$ cat config.mk
export PLATFORM = sky130hd
export DESIGN_NAME = cbf_ctrl
export DESIGN_NICKNAME = d
export VERILOG_FILES = /design/src/hdl/cbf_pkg.sv /design/src/hdl/cbf_ctrl.sv
export SDC_FILE = /design/constraint.sdc
export NUM_CORES = 1
export LEC_CHECK = 0
export ABC_AREA = 1
export BUFFER_PORTS_ARGS = -buffer_cell sky130_fd_sc_hd__buf_2
export CAP_MARGIN = 15
export CORE_AREA = 2 2 39 41
export DETAILED_ROUTE_END_ITERATION = 7
export DIE_AREA = 0 0 41 43
export HOLD_SLACK_MARGIN = 0.02
export PLACE_DENSITY = 0.74
export SLEW_MARGIN = 20
export SYNTH_ARGS = -nofsm -noshare
export SYNTH_HDL_FRONTEND = slang
export SYNTH_SLANG_ARGS = --single-unit
export TNS_END_PERCENT = 100
$ cat constraint.sdc
create_clock -name clk -period 4 [get_ports clk]
set_input_delay 1.2 -clock clk [delete_from_list [all_inputs] [get_ports clk]]
set_output_delay 1.2 -clock clk [all_outputs]
set_load 0.02 [all_outputs]
$ cat src/hdl/cbf_pkg.sv
package cbf_pkg;

  localparam logic [31:0] MIX_C1 = 32'hcc9e2d51;
  localparam logic [31:0] MIX_C2 = 32'h1b873593;
  localparam logic [31:0] MIX_N  = 32'he6546b64;
  localparam logic [31:0] FMIX_1 = 32'h85ebca6b;
  localparam logic [31:0] FMIX_2 = 32'hc2b2ae35;

  localparam int CFG_IDX_BITS  = 2;
  localparam int CFG_DATA_BITS = 32;
  localparam int SIZE_BITS     = 11;

  typedef enum logic [CFG_IDX_BITS-1:0] {
    REG_TABLE_SIZE = 2'd0,
    REG_SEED_A     = 2'd1,
    REG_SEED_B     = 2'd2
  } reg_idx_t;

  typedef enum logic [1:0] {
    CMD_ADD    = 2'd0,
    CMD_REMOVE = 2'd1,
    CMD_CHECK  = 2'd2,
    CMD_NONE   = 2'd3
  } cmd_t;

  // Hash/mix micro-operations, one multiply per cycle.
  typedef enum logic [3:0] {
    OP_NOP,
    OP_LOAD_SEED,
    OP_SCR_MUL1,
    OP_SCR_MUL2,
    OP_ABS_XOR,
    OP_ABS_MUL5,
    OP_TAIL_XOR,
    OP_FIN_LEN,
    OP_FIN_MUL1,
    OP_FIN_MUL2,
    OP_FIN_LAST
  } hop_t;

  typedef enum logic [4:0] {
    S_IDLE,
    S_BLK_M1,
    S_BLK_M2,
    S_BLK_XOR,
    S_BLK_M5,
    S_TL_M1,
    S_TL_M2,
    S_TL_XOR,
    S_FIN_LEN,
    S_FIN_M1,
    S_FIN_M2,
    S_FIN_LAST,
    S_MOD,
    S_RD_A,
    S_RD_B,
    S_WAIT_B,
    S_WR_A,
    S_RD_B2,
    S_WAIT_B2,
    S_WR_B,
    S_OUT
  } state_t;

  typedef struct packed {
    hop_t hop;
    logic tail_sel;
    logic mod_start;
    logic rd_a;
    logic rd_b;
    logic cap_a;
    logic cap_b;
    logic wr_a;
    logic wr_b;
    logic out_load;
    logic key_clear;
  } ctl_t;

  typedef struct packed {
    logic mod_done;
  } sts_t;

  function automatic logic [31:0] rotl(input logic [31:0] x, input int r);
    rotl = (x << r) | (x >> (32 - r));
  endfunction

endpackage

$ cat src/hdl/cbf_ctrl.sv
module cbf_ctrl (
  input  logic             clk,
  input  logic             rst,
  input  logic             in_valid,
  output logic             in_ready,
  input  logic             blk_full,
  input  logic             is_last,
  input  logic             has_tail,
  input  logic [1:0]       cmd,
  input  logic             clearing,
  input  logic             out_busy,
  input  cbf_pkg::sts_t    sts,
  output cbf_pkg::ctl_t    ctl
);
  cbf_pkg::state_t state, state_next;
  logic acc;

  assign in_ready = (state == cbf_pkg::S_IDLE) && !clearing;
  assign acc = in_valid && in_ready;

  always_ff @(posedge clk) begin
    if (rst) begin
      state <= cbf_pkg::S_IDLE;
    end else begin
      state <= state_next;
    end
  end

  always_comb begin
    state_next = state;
    unique case (state)
      cbf_pkg::S_IDLE: begin
        if (acc) begin
          if (blk_full) begin
            state_next = cbf_pkg::S_BLK_M1;
          end else if (is_last) begin
            state_next = has_tail ? cbf_pkg::S_TL_M1 : cbf_pkg::S_FIN_LEN;
          end
        end
      end
      cbf_pkg::S_BLK_M1:  state_next = cbf_pkg::S_BLK_M2;
      cbf_pkg::S_BLK_M2:  state_next = cbf_pkg::S_BLK_XOR;
      cbf_pkg::S_BLK_XOR: state_next = cbf_pkg::S_BLK_M5;
      cbf_pkg::S_BLK_M5:  state_next = is_last ? cbf_pkg::S_FIN_LEN : cbf_pkg::S_IDLE;
      cbf_pkg::S_TL_M1:   state_next = cbf_pkg::S_TL_M2;
      cbf_pkg::S_TL_M2:   state_next = cbf_pkg::S_TL_XOR;
      cbf_pkg::S_TL_XOR:  state_next = cbf_pkg::S_FIN_LEN;
      cbf_pkg::S_FIN_LEN: state_next = cbf_pkg::S_FIN_M1;
      cbf_pkg::S_FIN_M1:  state_next = cbf_pkg::S_FIN_M2;
      cbf_pkg::S_FIN_M2:  state_next = cbf_pkg::S_FIN_LAST;
      cbf_pkg::S_FIN_LAST:
        state_next = (cmd == cbf_pkg::CMD_NONE) ? cbf_pkg::S_IDLE : cbf_pkg::S_MOD;
      cbf_pkg::S_MOD:     if (sts.mod_done) state_next = cbf_pkg::S_RD_A;
      cbf_pkg::S_RD_A:    state_next = cbf_pkg::S_RD_B;
      cbf_pkg::S_RD_B:    state_next = cbf_pkg::S_WAIT_B;
      cbf_pkg::S_WAIT_B:  state_next = cbf_pkg::S_WR_A;
      cbf_pkg::S_WR_A:    state_next = cbf_pkg::S_RD_B2;
      cbf_pkg::S_RD_B2:   state_next = cbf_pkg::S_WAIT_B2;
      cbf_pkg::S_WAIT_B2: state_next = cbf_pkg::S_WR_B;
      cbf_pkg::S_WR_B:    state_next = cbf_pkg::S_OUT;
      cbf_pkg::S_OUT:     if (!out_busy) state_next = cbf_pkg::S_IDLE;
      default:            state_next = cbf_pkg::S_IDLE;
    endcase
  end

  always_comb begin
    ctl = '0;
    ctl.hop = cbf_pkg::OP_NOP;
    unique case (state)
      cbf_pkg::S_IDLE: begin
        if (acc && !blk_full && is_last) begin
          ctl.hop = cbf_pkg::OP_LOAD_SEED;
        end
      end
      cbf_pkg::S_BLK_M1:   ctl.hop = cbf_pkg::OP_SCR_MUL1;
      cbf_pkg::S_BLK_M2:   ctl.hop = cbf_pkg::OP_SCR_MUL2;
      cbf_pkg::S_BLK_XOR:  ctl.hop = cbf_pkg::OP_ABS_XOR;
      cbf_pkg::S_BLK_M5:   ctl.hop = cbf_pkg::OP_ABS_MUL5;
      cbf_pkg::S_TL_M1: begin
        ctl.hop = cbf_pkg::OP_SCR_MUL1;
        ctl.tail_sel = 1'b1;
      end
      cbf_pkg::S_TL_M2:    ctl.hop = cbf_pkg::OP_SCR_MUL2;
      cbf_pkg::S_TL_XOR:   ctl.hop = cbf_pkg::OP_TAIL_XOR;
      cbf_pkg::S_FIN_LEN:  ctl.hop = cbf_pkg::OP_FIN_LEN;
      cbf_pkg::S_FIN_M1:   ctl.hop = cbf_pkg::OP_FIN_MUL1;
      cbf_pkg::S_FIN_M2:   ctl.hop = cbf_pkg::OP_FIN_MUL2;
      cbf_pkg::S_FIN_LAST: begin
        ctl.hop = cbf_pkg::OP_FIN_LAST;
        ctl.mod_start = 1'b1;
        ctl.key_clear = 1'b1;
      end
      cbf_pkg::S_MOD:      ctl.rd_a = sts.mod_done;
      cbf_pkg::S_RD_A: begin
        ctl.rd_b = 1'b1;
        ctl.cap_a = 1'b1;
      end
      cbf_pkg::S_RD_B:     ctl.cap_b = 1'b1;
      cbf_pkg::S_WAIT_B:   ctl.hop = cbf_pkg::OP_NOP;
      cbf_pkg::S_WR_A: begin
        ctl.wr_a = 1'b1;
      end
      cbf_pkg::S_RD_B2:    ctl.rd_b = 1'b1;
      cbf_pkg::S_WAIT_B2:  ctl.cap_b = 1'b1;
      cbf_pkg::S_WR_B:     ctl.wr_b = 1'b1;
      cbf_pkg::S_OUT:      ctl.out_load = !out_busy;
      default:             ctl.hop = cbf_pkg::OP_NOP;
    endcase
  end

`ifndef ASSERT_OFF
  a_ready_idle: assert property (@(posedge clk) disable iff (rst)
    in_ready |-> state == cbf_pkg::S_IDLE) else $error("ready outside idle");
  a_mod_before_read: assert property (@(posedge clk) disable iff (rst)
    state == cbf_pkg::S_RD_A |-> $past(sts.mod_done)) else $error("read before modulo");
  a_write_pair: assert property (@(posedge clk) disable iff (rst)
    ctl.wr_a |-> ##3 ctl.wr_b) else $error("second write missing");
`endif
endmodule

Word-level counts from Yosys, hierarchy flattened:

Cells that the tools add are included.

* register bits after elaboration: 5
* input bits: 11

* equal/unequal tests: 25
* reductions and logical operators: 13
* muxes and demuxes: 20

Operator list (count)
* one-hot mux 5 bit (21 select lines): 1
* equality test 5 x 4 -> 1 bit, second input constant: 8
* one-hot mux 4 bit (10 select lines): 1
* equality test 5 bit, second input constant: 5
* two-way mux 5 bit: 5
* equality test 5 x 3 -> 1 bit, second input constant: 4
* two-way mux 4 bit: 3
* equality test 5 x 2 -> 1 bit, second input constant: 2
* two-way mux 1 bit: 10
* OR reduction 2 bit: 4
* != test 2 bit, second input constant: 3
* equality test 5 x 1 -> 1 bit, second input constant: 1
* zero test 5 bit: 1
* logical AND 1 bit: 4
* AND reduction 4 bit: 1
* zero test 1 bit: 3
* != test 3 bit, second input constant: 1
* equality test 2 bit, second input constant: 1

Longest topological paths before layout:

Gate-level depths: netlist (run 1).

* depth after elaboration: 7
* depth in mapped cells: 10

Least setup slack after synthesis (run 1):

No wires, ideal clock.

* kind: input to output
* start point: input clearing
* end point: output ctl[10] (netlist bit)
* arrival time: 1.875 ns
* path buffers: 0
* setup slack: 0.925 ns
* cell stages on the path: 3
* required time: 2.800 ns
* cells stage by stage: nor2_1 -> nand4_1 -> nand3b_1

RTL lines
* start, declared: line cbf_ctrl.sv:10 `input logic clearing,`
* end, declared: line cbf_ctrl.sv:13 `output cbf_pkg::ctl_t ctl`

==> results of run 1 <==
-- where the power goes --
group / total (W) / switching, W / internal, W
Sequential: 0.0000655 / 0.00000918 / 0.0000563
Combinational: 0.000145 / 0.0000949 / 0.0000499
Clock: 0.0000629 / 0.0000249 / 0.0000380
-- logic make-up after synthesis --
logic type / synth area share
buf+inv: 0.125
flops: 0.176
simple gates: 0.578
compound gates: 0.121
-- cell type report --
| type | instances | area [um2] | area share |
|---|---|---|---|
| Multi-Input combinational cell | 79 | 398 | 0.551 |
| Sequential cell | 5 | 100 | 0.139 |
| Inverter | 14 | 52.6 | 0.0728 |
| Tap cell | 16 | 20.0 | 0.0277 |
| Timing Repair Buffer | 25 | 125 | 0.173 |
| Clock buffer | 4 | 26.3 | 0.0364 |
-- layer usage --
layer / routed length (um) / up-vias / track usage
met3: 99 / 3 / 0.0157
met5: 0 / - / 0
li1: - / 376 / -
met2: 729 / 29 / 0.319
met1: 617 / 312 / 0.209
met4: 32 / 0 / 0.100
-- per-stage QoR --
step           instance area (um2)  setup WS, ps   util
3_3_place_gp                   696          1010  0.503
6_report                       722           996  0.522
3_5_place_dp                   696           998  0.503
5_1_grt                        722           914  0.522
2_1_floorplan                  569           925      -
4_1_cts                        722           994  0.522
-- layout by cell type, fill, tap and decap left out, drive strengths merged, types with 3 or more instances in the layout --
cell,synthesis,final
nor2,28,28
buf,2,25
nand2,25,25
inv,13,13
nand3,6,6
nand4,6,6
dfxtp,5,5
a21oi,4,4
clkbuf,0,4
o21ai,3,3
-- synthesized netlist by cell type --
master	number
buf_6	1
o21ai_0	2
clkinv_1	1
nor3_1	1
nand2_2	4
dfxtp_1	5
o21ai_1	1
a31oi_1	1
nand3b_1	1
a21oi_2	1
buf_4	1
nor2_1	21
nand3_1	6
nand4_2	1
nor2_2	5
a211oi_1	1
inv_2	2
nor2_4	2
or2_2	1
a21oi_1	3
a22oi_1	1
inv_1	11
o221ai_1	1
nand4_1	5
nand2_1	21
-- worst min-delay path, stage by stage (launching register included) --
cell and delay [ps]:
dfxtp_1 350, nand4_1 180, a31oi_1 90
-- worst paths after layout --
path              startpoint       end  slack (ps)  cells past startpoint
hold reg to reg     state[4]  state[4]         680                      2
setup reg to reg    state[4]  state[3]        2700                      7
hold / removal      state[4]  state[4]         680                      2
setup / recovery    clearing   ctl[10]        1000                      5
==> impl_metrics.py, run 1 <==
metrics = {
    "drt": {
        "drt_iter0_markers": 20,
        "post_drt_wl_per_cell_um": 10.3,
        "via_per_inst": 5.03,
        "num_vias": 720,
        "wl_mm": 1.48,
        "postRouteAntennaNets": 0,
        "drt-pass1-iter-count": 4,
        "post-route-drc-count": 0,
    },
    "layout": {
        "largest_register_ff_count": 5,
        "area.growth.synth_to_final_pct": 26.8,
        "regMostFlops": "state",
        "nNetsFinal": 139,
        "stdcell_count": 143,
        "drive_gt1_frac": 0.346,
        "antenna_cells": 0,
        "top_regs": "state (5)",
        "fill_cells": 147,
    },
    "global_routing": {
        "overflow": 0,
        "grt_pass1_vias": 618,
        "antenna_found_initial": 0,
        "grt_use_total": 0.186,
        "grt_max_degree": 12,
        "grt_first_pass_wirelength_mm": 2.26,
    },
    "sta": {
        "hold_ws_ps": 680,
        "slew_headroom": 0.814,
        "setup_viol": 0,
        "skew_ps": 9.62,
        "fmax_ghz": 0.333,
        "post-route-period-util": 0.751,
        "rsz0062_at_grt": "no",
        "drv_slew": 0,
        "final_hold_viol_count": 0,
        "tightest_slew_ps": 279,
        "setup_tns_ps": 0,
        "fin_crit_ps": 3000,
    },
    "critical_path": {
        "slowest_delay_ps": 160,
        "critical_path_class": "input pin to primary output",
        "start_kind": "input pin",
        "cp_num_buf_inv": 2,
        "endpoint_kind": "primary output",
        "cp_cell_sequence": "buf_2 -> nor2_1 -> nand4_1 -> nand3b_1 -> buf_2",
        "crit_required_ps": 2800,
        "cp_top_family": "simple AND/OR/NAND/NOR gates",
        "cp.arrival_ps": 1800,
        "critPathMostFrequentCell": "buf_2",
        "worst_path_max_delay_cell": "buf_2",
        "cp_max_fo": 2,
    },
    "synth": {
        "synthesis.nets": 111,
        "avgSynthCellArea_um2": 5.69,
        "yosys-top-cells-area": "dfxtp_1, nand2_1, nor2_1",
        "synth_top_area_cell": "dfxtp_1",
        "syn_inst": 100,
        "synth_seq_cells": 5,
        "synth_seq_area_share": 0.176,
        "synth_cell_types": 25,
        "netlist.area_leader.share": 0.176,
        "synth.cell_area_um2": 569,
        "synth_warnings": 0,
    },
    "placement": {
        "routabilityCongestion": 0.886,
        "io_buffers": 25,
        "dp_hpwl_mm": 1.22,
        "dp_cells": 139,
    },
    "floorplan": {
        "die-width_um": 41,
        "die_h_um": 43,
        "ioPinCount": 26,
        "core_mm2": 0.00138,
        "initial_core_util": 0.411,
        "row_count": 14,
        "dieArea_mm2": 0.00176,
    },
    "clock_network": {
        "clock_latency_ps": 260,
        "cts_buffers": 3,
        "clockBufferDepth": 2,
        "cts_max_level": 1,
        "post-cts-setup-buffers": 0,
        "cts_tree": "done",
        "hold_buffers": 0,
        "cts_resized": 0,
        "cts_root_buf": "clkbuf_4",
        "path_clk_slew_ps": 50,
        "cts_sinks": 5,
    },
    "job": {
        "cap_violations": 0,
    },
    "pwr": {
        "cellLeakagePower_nw": 0.412,
        "total_power_w": 0.000273,
        "power_density_mw_per_mm2": 378,
        "vdd_ir_drop_max_v": 0.000156,
    },
    "hold_path": {
        "hold_class": "flop to flop",
    },
    "status": {
        "outcome": "finished clean",
    },
}
No activity file was read; power rests on OpenSTA's default activity.
==> run 2: changes to the inputs <==
--- a/config.mk
+++ b/config.mk
@@ -8,11 +8,11 @@
 export ABC_AREA = 1
 export BUFFER_PORTS_ARGS = -buffer_cell sky130_fd_sc_hd__buf_2
 export CAP_MARGIN = 15
-export CORE_AREA = 2 2 39 41
+export CORE_MARGIN = 2
+export CORE_UTILIZATION = 40
 export DETAILED_ROUTE_END_ITERATION = 7
-export DIE_AREA = 0 0 41 43
 export HOLD_SLACK_MARGIN = 0.02
-export PLACE_DENSITY = 0.74
+export PLACE_DENSITY = 0.73
 export SLEW_MARGIN = 20
 export SYNTH_ARGS = -nofsm -noshare
 export SYNTH_HDL_FRONTEND = slang
==> constraint.sdc (replaced) <==
create_clock -name clk -period 2.5 [get_ports clk]
set_input_delay 0.75 -clock clk [delete_from_list [all_inputs] [get_ports clk]]
set_output_delay 0.75 -clock clk [all_outputs]
set_load 0.02 [all_outputs]
==> run 2 against run 1 <==
Global-route usage fell by 0.31 points. Register-to-register slack got worse by 1500 ps. Die area fell by 1.2%. Worst setup slack got worse by 790 ps. Hold slack got worse by 7.4 ps. Sequential power rose by 60%. Count of clock-buffer cells in the layout did not move. Cell count fell by 0.70%. Final area fell by 0.17%. Clock power rose by 46%. Clock skew fell by 8.9 ps. Combinational power rose by 60%. Largest power group unchanged.
==> impl_metrics.py, run 2 (synthesized netlist as in run 1, its figures left out) <==
metrics = {
    "drt": {
        "postRouteAntennaNets": 0,
        "via_per_inst": 5.05,
        "drt-pass1-iter-count": 4,
        "post-route-drc-count": 0,
        "wl_mm": 1.45,
        "drt_iter0_markers": 26,
        "num_vias": 717,
        "post_drt_wl_per_cell_um": 10.2,
    },
    "global_routing": {
        "antenna_found_initial": 0,
        "overflow": 0,
        "grt_max_degree": 12,
        "grt_use_total": 0.183,
        "grt_first_pass_wirelength_mm": 2.59,
        "grt_pass1_vias": 626,
    },
    "floorplan": {
        "dieArea_mm2": 0.00174,
        "initial_core_util": 0.432,
        "ioPinCount": 26,
        "core_mm2": 0.00132,
        "die_h_um": 41.7,
        "row_count": 13,
        "die-width_um": 41.7,
    },
    "critical_path": {
        "crit_required_ps": 1750,
        "critical_path_class": "flop to primary output",
        "cp_cell_sequence": "nor2_4 -> nand3_1 -> nor2_1 -> nand4_1 -> nand3b_1 -> buf_2",
        "start_kind": "flop",
        "worst_path_max_delay_cell": "dfxtp_1",
        "endpoint_kind": "primary output",
        "cp_max_fo": 10,
        "slowest_delay_ps": 340,
        "cp.arrival_ps": 1540,
    },
    "layout": {
        "fill_cells": 144,
        "regMostFlops": "state",
        "antenna_cells": 0,
        "top_regs": "state (5)",
        "layout.cells.most_common": "buf_2",
        "layout_common_cells": "buf_2, nor2_1, nand2_1",
        "area.growth.synth_to_final_pct": 26.6,
        "largest_register_ff_count": 5,
        "nNetsFinal": 139,
        "drive_gt1_frac": 0.346,
    },
    "pwr": {
        "cellLeakagePower_nw": 0.412,
        "vdd_ir_drop_max_v": 0.000328,
        "power_density_mw_per_mm2": 595,
        "total_power_w": 0.000429,
    },
    "sta": {
        "rsz0062_at_grt": "no",
        "fmax_ghz": 0.437,
        "drv_slew": 0,
        "final_hold_viol_count": 0,
        "setup_viol": 0,
        "fin_crit_ps": 2290,
        "slew_headroom": 0.814,
        "post-route-period-util": 0.916,
        "setup_tns_ps": 0,
        "skew_ps": 0.684,
        "tightest_slew_ps": 278,
    },
    "hold_path": {
        "hold_class": "flop to flop",
    },
    "clock_network": {
        "cts_max_level": 1,
        "cts_tree": "done",
        "hold_buffers": 0,
        "clockBufferDepth": 2,
        "cts_buffers": 3,
        "cts_resized": 0,
        "cts_sinks": 5,
        "post-cts-setup-buffers": 0,
        "clock_latency_ps": 240,
        "cts_root_buf": "clkbuf_4",
        "path_clk_slew_ps": 40,
    },
    "placement": {
        "routabilityCongestion": 0.879,
        "dp_hpwl_mm": 1.21,
        "io_buffers": 25,
    },
    "status": {
        "outcome": "finished clean",
    },
    "job": {
        "cap_violations": 0,
    },
}
-- run 2: power by group --
part	total, W	internal [W]	switching [W]
Sequential	0.000105	0.0000901	0.0000151
Clock	0.0000919	0.0000602	0.0000317
Combinational	0.000232	0.0000798	0.000152
Total	0.000429	0.000230	0.000199
-- run 2: final timing paths --
check | start | slack, ps | cells past startpoint | to
worst max-delay path | state[0] | 210 | 6 | ctl[10]
worst min-delay path | state[4] | 670 | 2 | state[4]
worst max register to register | state[2] | 1210 | 7 | state[3]
worst min register to register | state[4] | 670 | 2 | state[4]
-- run 2: worst max-delay path: cells and delay by family (launching register included) --
family,cells,cell delay (ps)
buf+inv,1,160
simple gates,5,790
flops,1,340
-- run 2: layout make-up --
class / count / area (um2) / area share
Inverter: 14 / 52.6 / 0.0729
Sequential cell: 5 / 100 / 0.139
Clock buffer: 4 / 26.3 / 0.0365
Tap cell: 15 / 18.8 / 0.0260
Timing Repair Buffer: 25 / 125 / 0.174
Multi-Input combinational cell: 79 / 398 / 0.552
-- run 2: metal layers --
layer	track usage	up-vias	share of wire
met5	0	-	0
met4	0.0387	0	0.012
met3	0.0435	2	0.070
met2	0.306	33	0.48
met1	0.236	303	0.44
li1	-	379	-
-- run 2: stage by stage --
stage | hold WS (ps) | instances | cell area [um2] | util | setup slack, ps
detailed placement | 671 | 138 | 694 | 0.527 | 376
CTS | 681 | 142 | 721 | 0.547 | 211
global route | 722 | 142 | 721 | 0.547 | 76.0
global placement | 653 | 138 | 694 | 0.527 | 409
finish | 673 | 142 | 721 | 0.547 | 210
floorplan | 569 | 100 | 569 | - | 325
==> run 3: changes to the inputs <==
--- a/config.mk
+++ b/config.mk
@@ -5,7 +5,6 @@
 export SDC_FILE = /design/constraint.sdc
 export NUM_CORES = 1
 export LEC_CHECK = 0
-export ABC_AREA = 1
 export BUFFER_PORTS_ARGS = -buffer_cell sky130_fd_sc_hd__buf_2
 export CAP_MARGIN = 15
 export CORE_MARGIN = 2
==> run 3 against run 2 <==
Flip-flop and latch count did not move. Wire length up 11%. Count of clock-buffer cells in the layout did not move. Clock power rose by 3.7%. Critical endpoint unchanged. Largest power group unchanged. Highest routed layer unchanged.
==> impl_metrics.py, run 3 <==
metrics = {
    "status": {
        "outcome": "finished clean",
    },
    "global_routing": {
        "grt_first_pass_wirelength_mm": 2.59,
        "grt_max_degree": 20,
        "grt_pass1_vias": 575,
        "grt_use_total": 0.189,
        "overflow": 0,
        "antenna_found_initial": 0,
    },
    "synth": {
        "synthMostInstantiatedCell": "nor2_1",
        "synth_cell_types": 40,
        "synth_seq_area_share": 0.176,
        "synth_commonest_cells": "nor2_1, nand2_1, a21oi_1, dfxtp_1, nor3_1",
        "synth_warnings": 0,
        "syn_inst": 80,
        "async_reset_ff_frac": 0,
        "synth.cell_area_um2": 568,
        "synthesis.nets": 91,
        "synth_seq_cells": 5,
        "avgSynthCellArea_um2": 7.10,
        "netlist.area_leader.share": 0.176,
        "synth_edf_count": 0,
        "synth_top_area_cell": "dfxtp_1",
        "yosys-top-cells-area": "dfxtp_1, nor2_1, nor3b_1",
        "synth_ff_type": "dfxtp_1",
    },
    "sta": {
        "fin_crit_ps": 2370,
        "fin_ws_ps": 129,
        "setup_viol": 0,
        "post-route-period-util": 0.948,
        "slew_headroom": 0.763,
        "fmax_ghz": 0.422,
        "skew_ps": 5.64,
        "drv_slew": 0,
        "rsz0062_at_grt": "no",
        "tightest_slew_ps": 355,
        "hold_ws_ps": 555,
        "setup_tns_ps": 0,
        "final_hold_viol_count": 0,
    },
    "critical_path": {
        "endpoint_kind": "primary output",
        "critical_path_class": "flop to primary output",
        "start_kind": "flop",
        "cp_max_fo": 15,
        "crit-reg2reg-launch": "state[1]",
        "crit_required_ps": 1750,
        "critPathLaunch": "state[3]",
        "cp.arrival_ps": 1620,
    },
    "layout": {
        "layout_common_cells": "buf_2, nor2_1, nand2_1",
        "nNetsFinal": 114,
        "layout.cells.most_common": "buf_2",
        "antenna_cells": 0,
        "top_regs": "state (5)",
        "regMostFlops": "state",
        "drive_gt1_frac": 0.382,
        "area.growth.synth_to_final_pct": 24.0,
        "largest_register_ff_count": 5,
        "post-route-util": 0.535,
    },
    "pwr": {
        "cellLeakagePower_nw": 0.302,
        "power_density_mw_per_mm2": 702,
        "vdd_ir_drop_max_v": 0.000354,
        "total_power_w": 0.000494,
    },
    "floorplan": {
        "initial_core_util": 0.431,
        "ioPinCount": 26,
        "die_h_um": 41.7,
        "die-width_um": 41.7,
        "row_count": 13,
        "core_mm2": 0.00132,
        "dieArea_mm2": 0.00174,
    },
    "drt": {
        "postRouteAntennaNets": 0,
        "post_drt_wl_per_cell_um": 13.8,
        "via_per_inst": 5.90,
        "num_vias": 690,
        "wl_mm": 1.61,
        "post-route-drc-count": 0,
        "drt-pass1-iter-count": 4,
        "drt_iter0_markers": 17,
    },
    "clock_network": {
        "cts_root_buf": "clkbuf_4",
        "cts_max_level": 1,
        "path_clk_slew_ps": 50,
        "clock_latency_ps": 250,
        "cts_tree": "done",
        "hold_buffers": 0,
        "cts_sinks": 5,
        "clockBufferDepth": 2,
        "cts_buffers": 3,
    },
    "placement": {
        "routabilityCongestion": 0.888,
        "pre_cts_ws_ps": 218,
        "dp_hpwl_mm": 1.14,
        "io_buffers": 25,
    },
    "hold_path": {
        "min_from": "state[2]",
        "hold_class": "flop to flop",
    },
    "job": {
        "cap_violations": 0,
    },
}
[run 3: changes by cell type after synthesis, sizes merged, moves of 2 or more]
cell,before,now
nor3,1,5
nand2,25,7
nor2,28,11
a21oi,4,6
nand3b,1,3
nand3,6,1
nor3b,0,4
nand4,6,0
or3,0,2
buf,2,7
inv,13,3
or3b,0,2
[run 3: kinds of logic (layout without fill, tap and decap cells)]
family	Yosys count	count (layout)	synth area share
flip-flops	5	5	0.176
AND/OR/NAND/NOR	44	44	0.438
AO/OA/AOI/OAI	20	20	0.271
buffers and inverters	11	33	0.115
[run 3: where the power goes]
| group | total [W] | switching (W) | internal (W) |
|---|---|---|---|
| registers | 0.000132 | 0.0000362 | 0.0000958 |
| logic | 0.000267 | 0.000162 | 0.000105 |
| clock network | 0.0000953 | 0.0000349 | 0.0000605 |
[run 3: worst paths after layout]
| check | end | slack, ps | depth (start not counted) |
|---|---|---|---|
| worst max register to register | state[3] | 850 | 4 |
| worst min register to register | state[4] | 550 | 2 |
| worst max-delay path | ctl[10] | 130 | 6 |
| worst min-delay path | state[4] | 550 | 2 |
[run 3: stage by stage]
| stage | area [um2] | instances |
|---|---|---|
| 3_3_place_gp | 666 | 113 |
| 3_5_place_dp | 666 | 113 |
| 6_report | 704 | 117 |
| 2_1_floorplan | 568 | 80 |
| 4_1_cts | 693 | 117 |
| 5_1_grt | 704 | 117 |
[run 3: what timing repair did]
item                       in CTS  in global routing
setup endpoints to repair       1                  5
buffers inserted                0                  0
gates resized for setup         1                  5
pin swaps                       0                  1
[run 3: cell type report]
cell class                      instances  area [um2]
Timing Repair Buffer                   26         133
Inverter                                3        11.3
Clock buffer                            4        26.3
Multi-Input combinational cell         64         412
Sequential cell                         5         104
Tap cell                               15        18.8
Fill cell                             137         613
[run 3: layer usage]
layer | global-route usage | part of all wire | vias to the layer above
met4 | 0.0387 | 0.0050 | 0
met3 | 0.0696 | 0.079 | 2
met1 | 0.245 | 0.44 | 322
li1 | - | - | 335
met2 | 0.300 | 0.48 | 31
met5 | 0 | 0 | -
[run 3: worst max-delay path: stages, from the launching register on]
cell      delay, ps
dfxtp_1         310
buf_4           180
nor2_1          260
nand3b_1        180
nor2_1          120
a41o_1          170
buf_2           160
